## config.mk

```make
export PLATFORM = sky130hd
export DESIGN_NAME = tra_ram
export DESIGN_NICKNAME = d
export VERILOG_FILES = /design/src/hw/rtl/tra_ram.sv
export SDC_FILE = /design/constraint.sdc
export NUM_CORES = 1
export LEC_CHECK = 0
export BUFFER_PORTS_ARGS = -buffer_cell sky130_fd_sc_hd__buf_2
export CAP_MARGIN = 20
export CORE_MARGIN = 4
export CORE_UTILIZATION = 50
export DETAILED_ROUTE_END_ITERATION = 10
export GPL_ROUTABILITY_DRIVEN = 0
export PLACE_DENSITY = 0.75
export SYNTH_ARGS = -nofsm -noshare
export SYNTH_HDL_FRONTEND = slang
export SYNTH_SLANG_ARGS = --single-unit
```

## constraint.sdc

```tcl
create_clock -name clk -period 7.85 [get_ports clk]
set_input_delay 1.57 -clock clk [delete_from_list [all_inputs] [get_ports clk]]
set_output_delay 1.57 -clock clk [all_outputs]
set_load 0.02 [all_outputs]
```

## src/hw/rtl/tra_ram.sv

```systemverilog
// Generic single-write, single-read RAM with a registered read port.
// Stand-alone; no package needed.
module tra_ram #(
    parameter int WIDTH = 64,
    parameter int DEPTH = 13
) (
    input  logic                     clk,
    input  logic                     we,
    input  logic [$clog2(DEPTH)-1:0] waddr,
    input  logic [WIDTH-1:0]         wdata,
    input  logic [$clog2(DEPTH)-1:0] raddr,
    output logic [WIDTH-1:0]         rdata
);

    logic [WIDTH-1:0] mem [DEPTH];

    always_ff @(posedge clk)
    begin
        if (we)
        begin
            mem[waddr] <= wdata;
        end
        rdata <= mem[raddr];
    end

endmodule

```

==> impl_metrics.json <==
{
  "drt_iter0_markers": 1550,
  "maxSlewHeadroom_pct": 22.10,
  "portBuffers": 137,
  "finalClockSkew_ns": 0.01825,
  "synthDistinctLibCells": 19,
  "cp_data_required_time_ns": 8.09,
  "ys_warn_count": 0,
  "drt-total-wl_um": 68310,
  "critPathCapture": "mem[1][57]",
  "reg2reg_slack_ns": 6.44,
  "layout_common_cells": "832 x edfxtp_1, 192 x mux4_2, 134 x buf_2",
  "max_freq_ghz": 0.2786,
  "tritoncts.num_buffers": 85,
  "r2r_start": "mem[3][35]",
  "grt_max_degree": 116,
  "grt_pass1_wl_um": 102600,
  "worst-path-max-fanout": 38,
  "rsz0062_at_grt": "no",
  "max-cap-violations": 0,
  "syn-num-nets": 1450,
  "initial_utilization_pct": 50.50,
  "core_area_um2": 64350,
  "met3_length_um": 6105,
  "wl_met2_um": 34480,
  "fin_util_pct": 57.48,
  "root_buffer": "clkbuf_16",
  "status": "finished, final reports clean",
  "final_cell_area_um2": 36990,
  "dpl-instance-area_um2": 34180,
  "tns_ns": 0,
  "ys_seq_elements": 896,
  "routed.top_layer": "met5",
  "drive_gt1_share_pct": 30.75,
  "worstMarginPinSlew_ns": 1.169,
  "wl_met1_um": 26620,
  "whs_path_depth": 2,
  "worstSetupStartpointType": "input pin",
  "slew_violations": 0,
  "worst_hold_slack_ns": 0.5378,
  "clk_latency_ns": 0.62,
  "nNetsFinal": 1632,
  "preCtsSetupSlack_ns": 3.530,
  "cts_tree": "yes",
  "grt_use_total_pct": 19.78,
  "holdBufCountCts": 0,
  "drcViolationCount": 0,
  "grt_pass1_vias": 15659,
  "seq_area_frac_synth_pct": 80.83,
  "syn_avg_cell_area_um2": 23.61,
  "crit_path_start": "waddr[2]",
  "grt_overflow": 0,
  "syn_area_um2": 32490,
  "leakage_nw": 11.92,
  "clk_path_buf_depth": 3,
  "post-route-period-util_pct": 45.72,
  "rr_endpoint": "rdata[35]",
  "power.density_nw_per_um2": 268.2,
  "clkTransAtPathRegs_ns": 0.06,
  "viasPerCell": 5.936,
  "synth_cells": 1376,
  "hold_viol": 0,
  "path_class": "in -> reg",
  "setup_violations": 0,
  "numClockSinks": 896,
  "h-tree-depth": 3,
  "final_common_cell": "edfxtp_1",
  "arrival_ns": 3.83,
  "reg2reg_depth": 3,
  "cts_resized": 0,
  "period_needed_ns": 3.589,
  "min_path_type": "reg -> reg",
  "die_area_um2": 69130,
  "critPathCaptureType": "register",
  "die_y_um": 262.9,
  "drt-wirelength-per-cell_um": 27.45,
  "place_hpwl_um": 34480,
  "post-cts-setup-buffers": 0,
  "fin_ws_ns": 4.261,
  "ir_drop_mv": 0.1642,
  "die_w_um": 262.9,
  "antenna_found_initial": 14,
  "drt-pass1-iter-count": 5,
  "io_pins": 138,
  "fillCellCount": 4463,
  "num_rows": 93,
  "areaGrowthSynthToFinish_pct": 13.83,
  "num_vias": 14775,
  "drtAntennaViolNets": 0
}
## synthesized netlist by cell type
| master | n | area share [%] |
|---|---|---|
| buf_4 | 20 | 0.46 |
| nand3b_1 | 2 | 0.046 |
| dfxtp_1 | 64 | 3.9 |
| buf_6 | 7 | 0.24 |
| edfxtp_1 | 832 | 77 |
| or2_2 | 2 | 0.038 |
| nor2_1 | 9 | 0.10 |
| nand2_1 | 1 | 0.012 |
| nor3_1 | 4 | 0.062 |
| nand2b_1 | 4 | 0.077 |
| o22ai_1 | 64 | 1.2 |
| buf_2 | 17 | 0.26 |
| nand3_1 | 1 | 0.015 |
| buf_1 | 4 | 0.046 |
| or3b_2 | 1 | 0.027 |
| clkbuf_1 | 24 | 0.28 |
| a21oi_1 | 64 | 0.99 |
| mux4_2 | 192 | 13 |
| mux2i_1 | 64 | 2.0 |
## metal layers
layer	GRT usage, %	up-vias
met5	0	-
met4	5.052	12
met3	4.934	92
met2	32.19	636
met1	27.38	7824
li1	-	6211
## cells by family (layout without fill, tap and decap cells)
group           after synthesis  count (layout)  share of synthesized area [%]
flops                       896             896                          80.83
mux                         256             256                          15.28
compound gates              128             128                          2.218
buf+inv                      72             322                          1.290
simple gates                 24              24                         0.3812
other cells                   0               8                              0
## critical path, cell delays in order
cell and delay, ns:
buf_2 0.11, or3b_2 0.59, nor2_4 0.82, buf_4 0.70
## power by group
group,switching [mW],internal [mW]
registers,0.0371,5.34
logic,0.302,0.188
clock network,1.67,2.38
total,2.01,7.91
## state kept, by name, indices dropped and copies added, names as in the netlist
| signal | cells |
|---|---|
| rdata | 64 |
| mem | 832 |
## worst min path at each step
stage,from,endpoint
final,mem[12][53],rdata[53]
after global routing,mem[12][53],rdata[53]
after CTS,mem[12][53],rdata[53]
after detailed placement,mem[12][53],rdata[53]
after global placement,mem[12][43],rdata[43]
after floorplan,mem[12][0],rdata[0]
## area by class of cell
class | count | area [um2] | share of cell area [%]
timing repair buffer | 167 | 962.2 | 2.601
tap | 855 | 1070 | 2.892
clock inverter | 36 | 384.1 | 1.038
antenna | 8 | 20.02 | 0.05412
clock buffer | 119 | 2387 | 6.454
multi-input combinational | 408 | 5899 | 15.95
sequential | 896 | 26270 | 71.01
## metrics by stage
stage          power [mW]  std cells
6_report            9.920       2489
2_1_floorplan       5.773       1376
4_1_cts             9.996       2480
3_5_place_dp        5.975       2325
3_3_place_gp        5.954       2325
5_1_grt             10.23       2485
Power figures use the tool's default switching activity.
