$ cat config.mk
export PLATFORM = sky130hd
export DESIGN_NAME = tra_muldiv
export DESIGN_NICKNAME = d
export VERILOG_FILES = /design/src/hw/rtl/tra_pkg.sv /design/src/hw/rtl/tra_muldiv.sv
export SDC_FILE = /design/constraint.sdc
export NUM_CORES = 1
export LEC_CHECK = 0
export BUFFER_PORTS_ARGS = -buffer_cell sky130_fd_sc_hd__buf_2
export CORE_MARGIN = 8
export CORE_UTILIZATION = 40
export DETAILED_ROUTE_END_ITERATION = 6
export HOLD_SLACK_MARGIN = 0.15
export SYNTH_ARGS = -nofsm -noshare
export SYNTH_HDL_FRONTEND = slang
export SYNTH_SLANG_ARGS = --single-unit
$ cat constraint.sdc
create_clock -name clk -period 11.5 [get_ports clk]
set_input_delay 0.575 -clock clk [delete_from_list [all_inputs] [get_ports clk]]
set_output_delay 0.575 -clock clk [all_outputs]
set_load 0.02 [all_outputs]
$ cat src/hw/rtl/tra_pkg.sv
// Shared types, constants and helper functions for the three-register execute block.
// Used by tra_muldiv, tra_alu and the top level under hw/rtl; depends on nothing else.
package tra_pkg;

    localparam int REG_COUNT = 13;
    localparam int SEL_W     = 4;
    localparam int XLEN      = 64;
    localparam int PC_W      = 32;
    localparam int IN_W      = 96;
    localparam int OUT_W     = 104;

    localparam logic [XLEN-1:0] SIGN64    = 64'h8000_0000_0000_0000;
    localparam logic [XLEN-1:0] ALL_ONES  = 64'hFFFF_FFFF_FFFF_FFFF;
    localparam logic [XLEN-1:0] HIGH_WORD = 64'hFFFF_FFFF_0000_0000;

    typedef enum logic [5:0] {
        CMD_ADD_32   = 6'd0,
        CMD_SUB_32   = 6'd1,
        CMD_MUL_32   = 6'd2,
        CMD_DIVU_32  = 6'd3,
        CMD_DIV_32   = 6'd4,
        CMD_REMU_32  = 6'd5,
        CMD_REM_32   = 6'd6,
        CMD_SLL_32   = 6'd7,
        CMD_SRL_32   = 6'd8,
        CMD_SRA_32   = 6'd9,
        CMD_ADD_64   = 6'd10,
        CMD_SUB_64   = 6'd11,
        CMD_MUL_64   = 6'd12,
        CMD_DIVU_64  = 6'd13,
        CMD_DIV_64   = 6'd14,
        CMD_REMU_64  = 6'd15,
        CMD_REM_64   = 6'd16,
        CMD_SLL_64   = 6'd17,
        CMD_SRL_64   = 6'd18,
        CMD_SRA_64   = 6'd19,
        CMD_AND      = 6'd20,
        CMD_XOR      = 6'd21,
        CMD_OR       = 6'd22,
        CMD_MULH     = 6'd23,
        CMD_MULHU    = 6'd24,
        CMD_MULHSU   = 6'd25,
        CMD_SLTU     = 6'd26,
        CMD_SLT      = 6'd27,
        CMD_CMOV_Z   = 6'd28,
        CMD_CMOV_NZ  = 6'd29,
        CMD_ROL_64   = 6'd30,
        CMD_ROL_32   = 6'd31,
        CMD_ROR_64   = 6'd32,
        CMD_ROR_32   = 6'd33,
        CMD_AND_INV  = 6'd34,
        CMD_OR_INV   = 6'd35,
        CMD_XNOR     = 6'd36,
        CMD_MAX      = 6'd37,
        CMD_MAX_U    = 6'd38,
        CMD_MIN      = 6'd39,
        CMD_MIN_U    = 6'd40,
        CMD_LOAD_IMM = 6'd41
    } cmd_t;

    typedef struct packed {
        logic start;
        logic is_div;
    } md_req_t;

    typedef struct packed {
        logic busy;
        logic done;
    } md_status_t;

    function automatic logic [XLEN-1:0] sx32(input logic [XLEN-1:0] v);
        return {{32{v[31]}}, v[31:0]};
    endfunction

    function automatic logic [XLEN-1:0] mag64(input logic [XLEN-1:0] v);
        return v[XLEN-1] ? (~v + 64'd1) : v;
    endfunction

    function automatic logic [SEL_W-1:0] clamp_sel(input logic [7:0] s);
        return (s > 8'(REG_COUNT - 1)) ? SEL_W'(REG_COUNT - 1) : s[SEL_W-1:0];
    endfunction

endpackage

$ cat src/hw/rtl/tra_muldiv.sv
// Shared bit-serial unit: 64x64 unsigned multiply or 64/64 unsigned divide, one bit a cycle.
// Depends on tra_pkg.
module tra_muldiv
    import tra_pkg::*;
(
    input  logic            clk,
    input  logic            rst_n,
    input  md_req_t         req,
    input  logic [XLEN-1:0] op_a,
    input  logic [XLEN-1:0] op_b,
    output md_status_t      status,
    output logic [XLEN-1:0] res_lo,
    output logic [XLEN-1:0] res_hi
);

    logic [2*XLEN-1:0] acc_reg;
    logic [XLEN-1:0]   divisor_reg;
    logic [5:0]        cnt_reg;
    logic              busy_reg;
    logic              div_reg;
    logic              done_reg;
    logic [XLEN:0]     mul_sum;
    logic [XLEN:0]     partial;
    logic [XLEN+1:0]   diff;
    logic              fits;
    logic [2*XLEN-1:0] acc_next;

    always_comb
    begin
        mul_sum  = {1'b0, acc_reg[2*XLEN-1:XLEN]} + (acc_reg[0] ? {1'b0, divisor_reg} : '0);
        partial  = acc_reg[2*XLEN-1:XLEN-1];
        diff     = {1'b0, partial} - {2'b00, divisor_reg};
        fits     = !diff[XLEN+1];
        if (div_reg)
        begin
            acc_next = {(fits ? diff[XLEN-1:0] : partial[XLEN-1:0]), acc_reg[XLEN-2:0], fits};
        end
        else
        begin
            acc_next = {mul_sum, acc_reg[XLEN-1:1]};
        end
    end

    always_ff @(posedge clk or negedge rst_n)
    begin
        if (!rst_n)
        begin
            busy_reg <= 1'b0;
            done_reg <= 1'b0;
            cnt_reg  <= '0;
            div_reg  <= 1'b0;
        end
        else
        begin
            done_reg <= 1'b0;
            if (req.start)
            begin
                busy_reg    <= 1'b1;
                cnt_reg     <= '0;
                div_reg     <= req.is_div;
                acc_reg     <= {{XLEN{1'b0}}, op_a};
                divisor_reg <= op_b;
            end
            else if (busy_reg)
            begin
                acc_reg <= acc_next;
                cnt_reg <= cnt_reg + 6'd1;
                if (cnt_reg == 6'd63)
                begin
                    busy_reg <= 1'b0;
                    done_reg <= 1'b1;
                end
            end
        end
    end

    assign status.busy = busy_reg;
    assign status.done = done_reg;
    assign res_lo      = acc_reg[XLEN-1:0];
    assign res_hi      = acc_reg[2*XLEN-1:XLEN];

endmodule

==> impl_metrics.py, run 1 <==
metrics = {
    "clock_network": {
        "tritoncts": "built",
        "clk_pin_slew_ps": 60,
        "clk_path_buf_depth": 3,
        "h-tree-depth": 1,
        "cts_setup_buffers": 0,
        "cts_sinks": 201,
        "clockRootBuffer": "clkbuf_16",
        "cts_made_buffers": 27,
        "clock_latency_ps": 580,
    },
    "setup_path": {
        "critPathTopFamily": "compound AO/OA/AOI/OAI gates",
        "cp_common_cell": "o2111ai_1",
        "crit_chain": "ha_1 > a21o_1 > a211o_1 > o2111ai_1 > a31oi_1 > o2111ai_1 > o31ai_2 > a31oi_4 > buf_4 > and2_1 > a221oi_1 > a311oi_1",
        "slowest_stage": "a31oi_4",
        "path_class": "register to register",
        "crit_path_start": "acc_reg[67]",
        "critPathMaxStageDelay_ps": 750,
        "path_max_fanout": 60,
        "ff2ff_setup_slack_ps": 6160,
        "start_kind": "register",
        "r2r_start": "acc_reg[67]",
        "path_buf_inv": 1,
        "cp-end-kind": "register",
        "crit_arrival_ps": 5710,
        "crit_required_ps": 11870,
    },
    "logic_synthesis": {
        "ys_seq_elements": 201,
        "avgSynthCellArea_um2": 8.50,
        "synth_cell_type_count": 83,
        "synth-edff-count": 192,
        "ys_seq_area_share_pct": 34.1,
        "synth-async-reset-ratio_pct": 4.48,
        "netlist_area_um2": 17600,
        "synthCells": 2065,
        "ys_warn_count": 0,
        "synth_ff_type": "edfxtp_1",
        "synth_fp_nets": 2328,
    },
    "timing": {
        "worstMarginPinSlew_ps": 1190,
        "slew_headroom_pct": 21.0,
        "rsz0062_at_grt": "no",
        "slew_violations": 0,
        "max_clock_freq_mhz": 187,
        "min_period_over_period_pct": 46.4,
        "setup_viol": 0,
        "hold_ws_ps": 181,
        "finalCriticalPeriod_ps": 5340,
        "worst_slack_ps": 6160,
        "fin_skew_ps": 18.2,
        "setup-tns-final_ps": 0,
        "hold_viol_final": 0,
    },
    "global_route": {
        "antenna_found_initial": 2,
        "overflow": 0,
        "grt_max_degree": 83,
        "grtUsageTotal_pct": 23.2,
        "busiest_layer": "met2",
        "first_global_vias": 16600,
        "grt_pass1_wl_um": 94800,
        "grt_util_met3_pct": 4.59,
        "use_met1_pct": 31.3,
        "met2_usage_pct": 37.7,
    },
    "place": {
        "post-place-ws_ps": 6200,
        "dp_hpwl_um": 45600,
        "io_buffers": 261,
        "gp_congestion": 0.957,
    },
    "floorplan": {
        "die_w_um": 226,
        "num_io_pins": 262,
        "coreArea_um2": 43200,
        "fp.dieH_um": 226,
        "start_util_pct": 40.7,
        "dieArea_um2": 50900,
        "num_rows": 76,
    },
    "power": {
        "vdd_drop_max_v": 0.000113,
        "power.density_nw_per_um2": 150,
        "p_leak_nw": 8.70,
    },
    "route": {
        "wl_um": 61300,
        "wl_per_cell_um": 21.3,
        "drt_iter0_drc": 1400,
        "first_pass_iters": 6,
        "ant_nets": 0,
        "avgViaCountPerCell": 5.80,
        "post-route-drc-count": 0,
        "vias": 16700,
    },
    "cells_and_area": {
        "nets": 2533,
        "largest_reg_flops": 128,
        "area_growth_pct": 16.0,
        "fin_util_pct": 47.2,
        "drive_gt1_share_pct": 15.1,
        "nFillCells": 4308,
    },
    "hold_path": {
        "hp-class": "input port to register",
        "min_from": "op_b[50]",
    },
    "run": {
        "max_cap_viol_count": 0,
    },
    "outcome": {
        "status": "finished, final reports clean",
    },
}
## cells by family (layout without fill, tap and decap cells)
logic type / Yosys count / count (layout) / synth area share (%)
muxes: 77 / 77 / 4.40
other: 0 / 1 / 0
xor gates and xnor gates: 121 / 121 / 6.03
and+or+nand+nor: 624 / 624 / 16.4
adders and majority gates: 131 / 131 / 9.42
AOI/OAI and AO/OA: 693 / 693 / 24.8
buffers and inverters: 218 / 442 / 4.82
DFF: 201 / 201 / 34.1
## placed cells by master, fill, tap and decap left out, types with 33 or more instances in the layout
cell type / instances
buf_2: 259
nand2_1: 225
edfxtp_1: 192
a21oi_1: 187
o21ai_0: 159
nor2_1: 153
ha_1: 129
inv_1: 92
mux2i_1: 75
and2_1: 73
xnor2_1: 64
a21o_1: 63
xor2_1: 57
o21ai_1: 56
nor3_1: 45
nand3_1: 33
## synth_stat cells, types with 7 or more instances
cell type	n	area, µm²
a211oi_1	25	188
a21o_1	63	473
a21oi_1	187	936
a221oi_1	10	87.6
a31oi_1	15	93.8
and2_1	74	463
buf_1	9	33.8
buf_2	14	70.1
clkbuf_1	96	360
dfrtp_1	9	225
edfxtp_1	192	5770
ha_1	129	1610
inv_1	92	345
mux2i_1	75	751
nand2_1	225	845
nand2b_1	11	68.8
nand3_1	33	165
nand4_1	32	200
nor2_1	154	578
nor2b_1	9	56.3
nor3_1	45	225
nor4_1	9	56.3
o211ai_1	32	240
o21a_1	15	113
o21ai_0	159	796
o21ai_1	56	280
o21bai_1	25	188
o31ai_1	10	75.1
or3_1	7	43.8
xnor2_1	64	561
xor2_1	57	499
## area by class of cell
type	instances	area (µm²)	area share, %
Clock inverter	14	164	0.805
Clock buffer	34	712	3.49
Multi-Input combinational cell	1646	10700	52.8
Inverter	96	360	1.77
Tap cell	585	732	3.59
Timing Repair Buffer	298	1660	8.14
Sequential cell	201	6000	29.4
Antenna cell	1	2.50	0.0123
## per-stage QoR
step	area, µm²	total power [mW]	cells
global placement	19200	2.19	2798
CTS	20400	3.08	2874
detailed placement	19200	2.20	2798
floorplan	17600	1.85	2065
finish	20400	3.07	2875
global route	20400	3.24	2874
## power by group
group	total [mW]	switching, mW	internal [mW]	leakage [nW]
Combinational	1.22	0.751	0.467	6.27
Clock	0.861	0.356	0.505	0.420
Sequential	0.986	0.0914	0.895	2.01
Total	3.07	1.20	1.87	8.70
## worst paths after layout
| path | to | cells past startpoint |
|---|---|---|
| max | acc_reg[125] | 12 |
| max reg2reg | acc_reg[125] | 12 |
| min in group asynchronous | div_reg | 2 |
| max in group asynchronous | busy_reg | 3 |
| min | divisor_reg[50] | 1 |
| min reg2reg | cnt_reg[1] | 2 |
## per-layer routing
layer | routed length (µm) | vias up
li1 | - | 7997
met1 | 27000 | 7930
met2 | 28000 | 656
met3 | 4770 | 87
met4 | 1540 | 2
met5 | 10 | -
## timing repair
item,in CTS,in global routing
hold endpoints to repair,28,0
hold buffers,28,0
resized for setup,0,0
Note: power is estimated with default switching activity, not from simulation.
==> run 2: changes to the inputs <==
==> constraint.sdc (replaced) <==
create_clock -name clk -period 5.46 [get_ports clk]
set_input_delay 0.273 -clock clk [delete_from_list [all_inputs] [get_ports clk]]
set_output_delay 0.273 -clock clk [all_outputs]
set_load 0.02 [all_outputs]
==> run 2 against run 1 <==
Net effect:
- clock skew increased by 5.1 ps
- first-iteration DRC count up 12%
- combinational power up 120%
- register-to-register slack worse by 5600 ps
- largest power group unchanged
==> impl_metrics.py, run 2 (same netlist as run 1, synthesis figures left out) <==
metrics = {
    "outcome": {
        "status": "finished, final reports clean",
    },
    "power": {
        "pwr-share-clk_pct": 28.0,
        "p_sw_share_pct": 38.8,
        "p_int_mw": 4.03,
        "power.density_nw_per_um2": 307,
        "vdd_drop_max_v": 0.000225,
        "p_leak_nw": 9.18,
        "p_seq_share_pct": 31.4,
        "switchingPower_mw": 2.56,
        "p_comb_share_pct": 40.5,
    },
    "setup_path": {
        "r2r_start": "acc_reg[0]",
        "path_class": "register to register",
        "slowest_stage": "edfxtp_1",
        "cp-end-kind": "register",
        "start_kind": "register",
        "path_max_fanout": 35,
        "crit_required_ps": 5790,
        "critPathTopFamily": "compound AO/OA/AOI/OAI gates",
        "crit_chain": "buf_4 > and2_1 > ha_1 > a21o_1 > a21o_1 > a211oi_1 > o21ai_0 > nor3_1 > nor2_1 > a41oi_1 > o21ai_1 > a21oi_1 > mux2i_1 > a211oi_1",
        "crit_arrival_ps": 5220,
        "crit_path_start": "acc_reg[0]",
        "critPathMaxStageDelay_ps": 1060,
        "path_buf_inv": 1,
    },
    "clock_network": {
        "clk_path_buf_depth": 3,
        "cts_setup_buffers": 0,
        "cts_resized": 0,
        "tritoncts": "built",
        "clock_latency_ps": 590,
        "clockRootBuffer": "clkbuf_16",
        "clk_pin_slew_ps": 70,
        "cts_made_buffers": 26,
        "holdBufCountCts": 131,
        "cts_sinks": 201,
        "h-tree-depth": 1,
    },
    "floorplan": {
        "num_io_pins": 262,
        "die_w_um": 226,
        "num_rows": 76,
        "fp.dieH_um": 226,
        "dieArea_um2": 50900,
        "coreArea_um2": 43200,
        "start_util_pct": 40.7,
    },
    "cells_and_area": {
        "final_cell_mix": "259 x buf_2, 225 x nand2_1, 192 x edfxtp_1",
        "largest_reg_flops": 128,
        "nFillCells": 4092,
        "final_area_um2": 21500,
        "drive_gt1_share_pct": 14.8,
        "final_cells": 2987,
        "nets": 2644,
        "mostFrequentLayoutCell": "buf_2",
        "area_growth_pct": 22.5,
    },
    "route": {
        "first_pass_iters": 7,
        "post-route-drc-count": 0,
        "wl_um": 64300,
        "vias": 17300,
        "ant_nets": 0,
        "wl_per_cell_um": 21.5,
        "drt_iter0_drc": 1573,
        "avgViaCountPerCell": 5.78,
    },
    "timing": {
        "setup_viol": 0,
        "min_period_over_period_pct": 89.4,
        "slew_headroom_pct": 26.4,
        "fin_skew_ps": 23.3,
        "slew_violations": 0,
        "setup-tns-final_ps": 0,
        "max_clock_freq_mhz": 205,
        "hold_viol_final": 0,
        "worstMarginPinSlew_ps": 1100,
        "hold_ws_ps": 383,
        "finalCriticalPeriod_ps": 4880,
        "rsz0062_at_grt": "no",
    },
    "place": {
        "dp_hpwl_um": 47000,
        "dpl_cell_area_um2": 19300,
        "dp_cells": 2807,
        "gp_congestion": 0.952,
        "io_buffers": 261,
    },
    "run": {
        "max_cap_viol_count": 0,
    },
    "global_route": {
        "overflow": 0,
        "grtUsageTotal_pct": 24.2,
        "antenna_found_initial": 0,
        "grt_max_degree": 80,
        "first_global_vias": 17100,
        "grt_pass1_wl_um": 98300,
    },
    "hold_path": {
        "min_from": "req[1]",
        "hp-class": "input port to register",
    },
}
run 2: changes by cell type in the layout (fill, tap and decap cells not counted), sizes merged:
cell         delta
dlygate4sd3   +103
inv             -1
bufinv          +1
buf             +9
run 2: per-stage QoR:
| stage | setup WS [ps] | power, mW | util, % |
|---|---|---|---|
| 3_5_place_dp | 597 | 4.65 | 44.7 |
| 3_3_place_gp | 586 | 4.65 | 44.7 |
| 5_1_grt | 214 | 6.95 | 49.8 |
| 4_1_cts | 591 | 6.61 | 49.8 |
| 2_1_floorplan | 1260 | 3.89 | - |
| 6_report | 579 | 6.60 | 49.8 |
run 2: layer usage:
layer,GRT usage (%),vias up,part of all wire (%)
met1,32.6,8266,44
met2,39.2,674,46
met3,4.53,105,7.1
met4,7.21,0,3.0
li1,-,8218,-
met5,0,-,0
run 2: worst paths after layout:
check                          endpoint  slack [ps]  cells after the start
min in group asynchronous    cnt_reg[2]         780                      3
min reg2reg                  cnt_reg[1]         560                      2
max reg2reg                acc_reg[120]         580                     14
min                          cnt_reg[2]         380                      2
max                        acc_reg[120]         580                     14
max in group asynchronous      busy_reg        4020                      3
run 2: final cells by class:
type                    count  area, µm²  area share, %
flip-flops and latches    201       6000           27.9
well taps                 585        732           3.40
repair buffers            410       2760           12.8
clock inverters            14        199          0.925
clock buffers              34        711           3.30
multi-input cells        1646      10700           50.0
inverters                  96        360           1.68
diodes                      1       2.50         0.0116
run 2: power groups by stage:
| stage | Clock [mW] | Sequential (mW) | Combinational, mW |
|---|---|---|---|
| after floorplan | 0 | 2.15 | 1.73 |
| after global placement | 0 | 2.10 | 2.55 |
| after detailed placement | 0 | 2.10 | 2.55 |
| after CTS | 1.90 | 2.07 | 2.64 |
| after global routing | 1.94 | 2.09 | 2.92 |
| final | 1.85 | 2.07 | 2.68 |
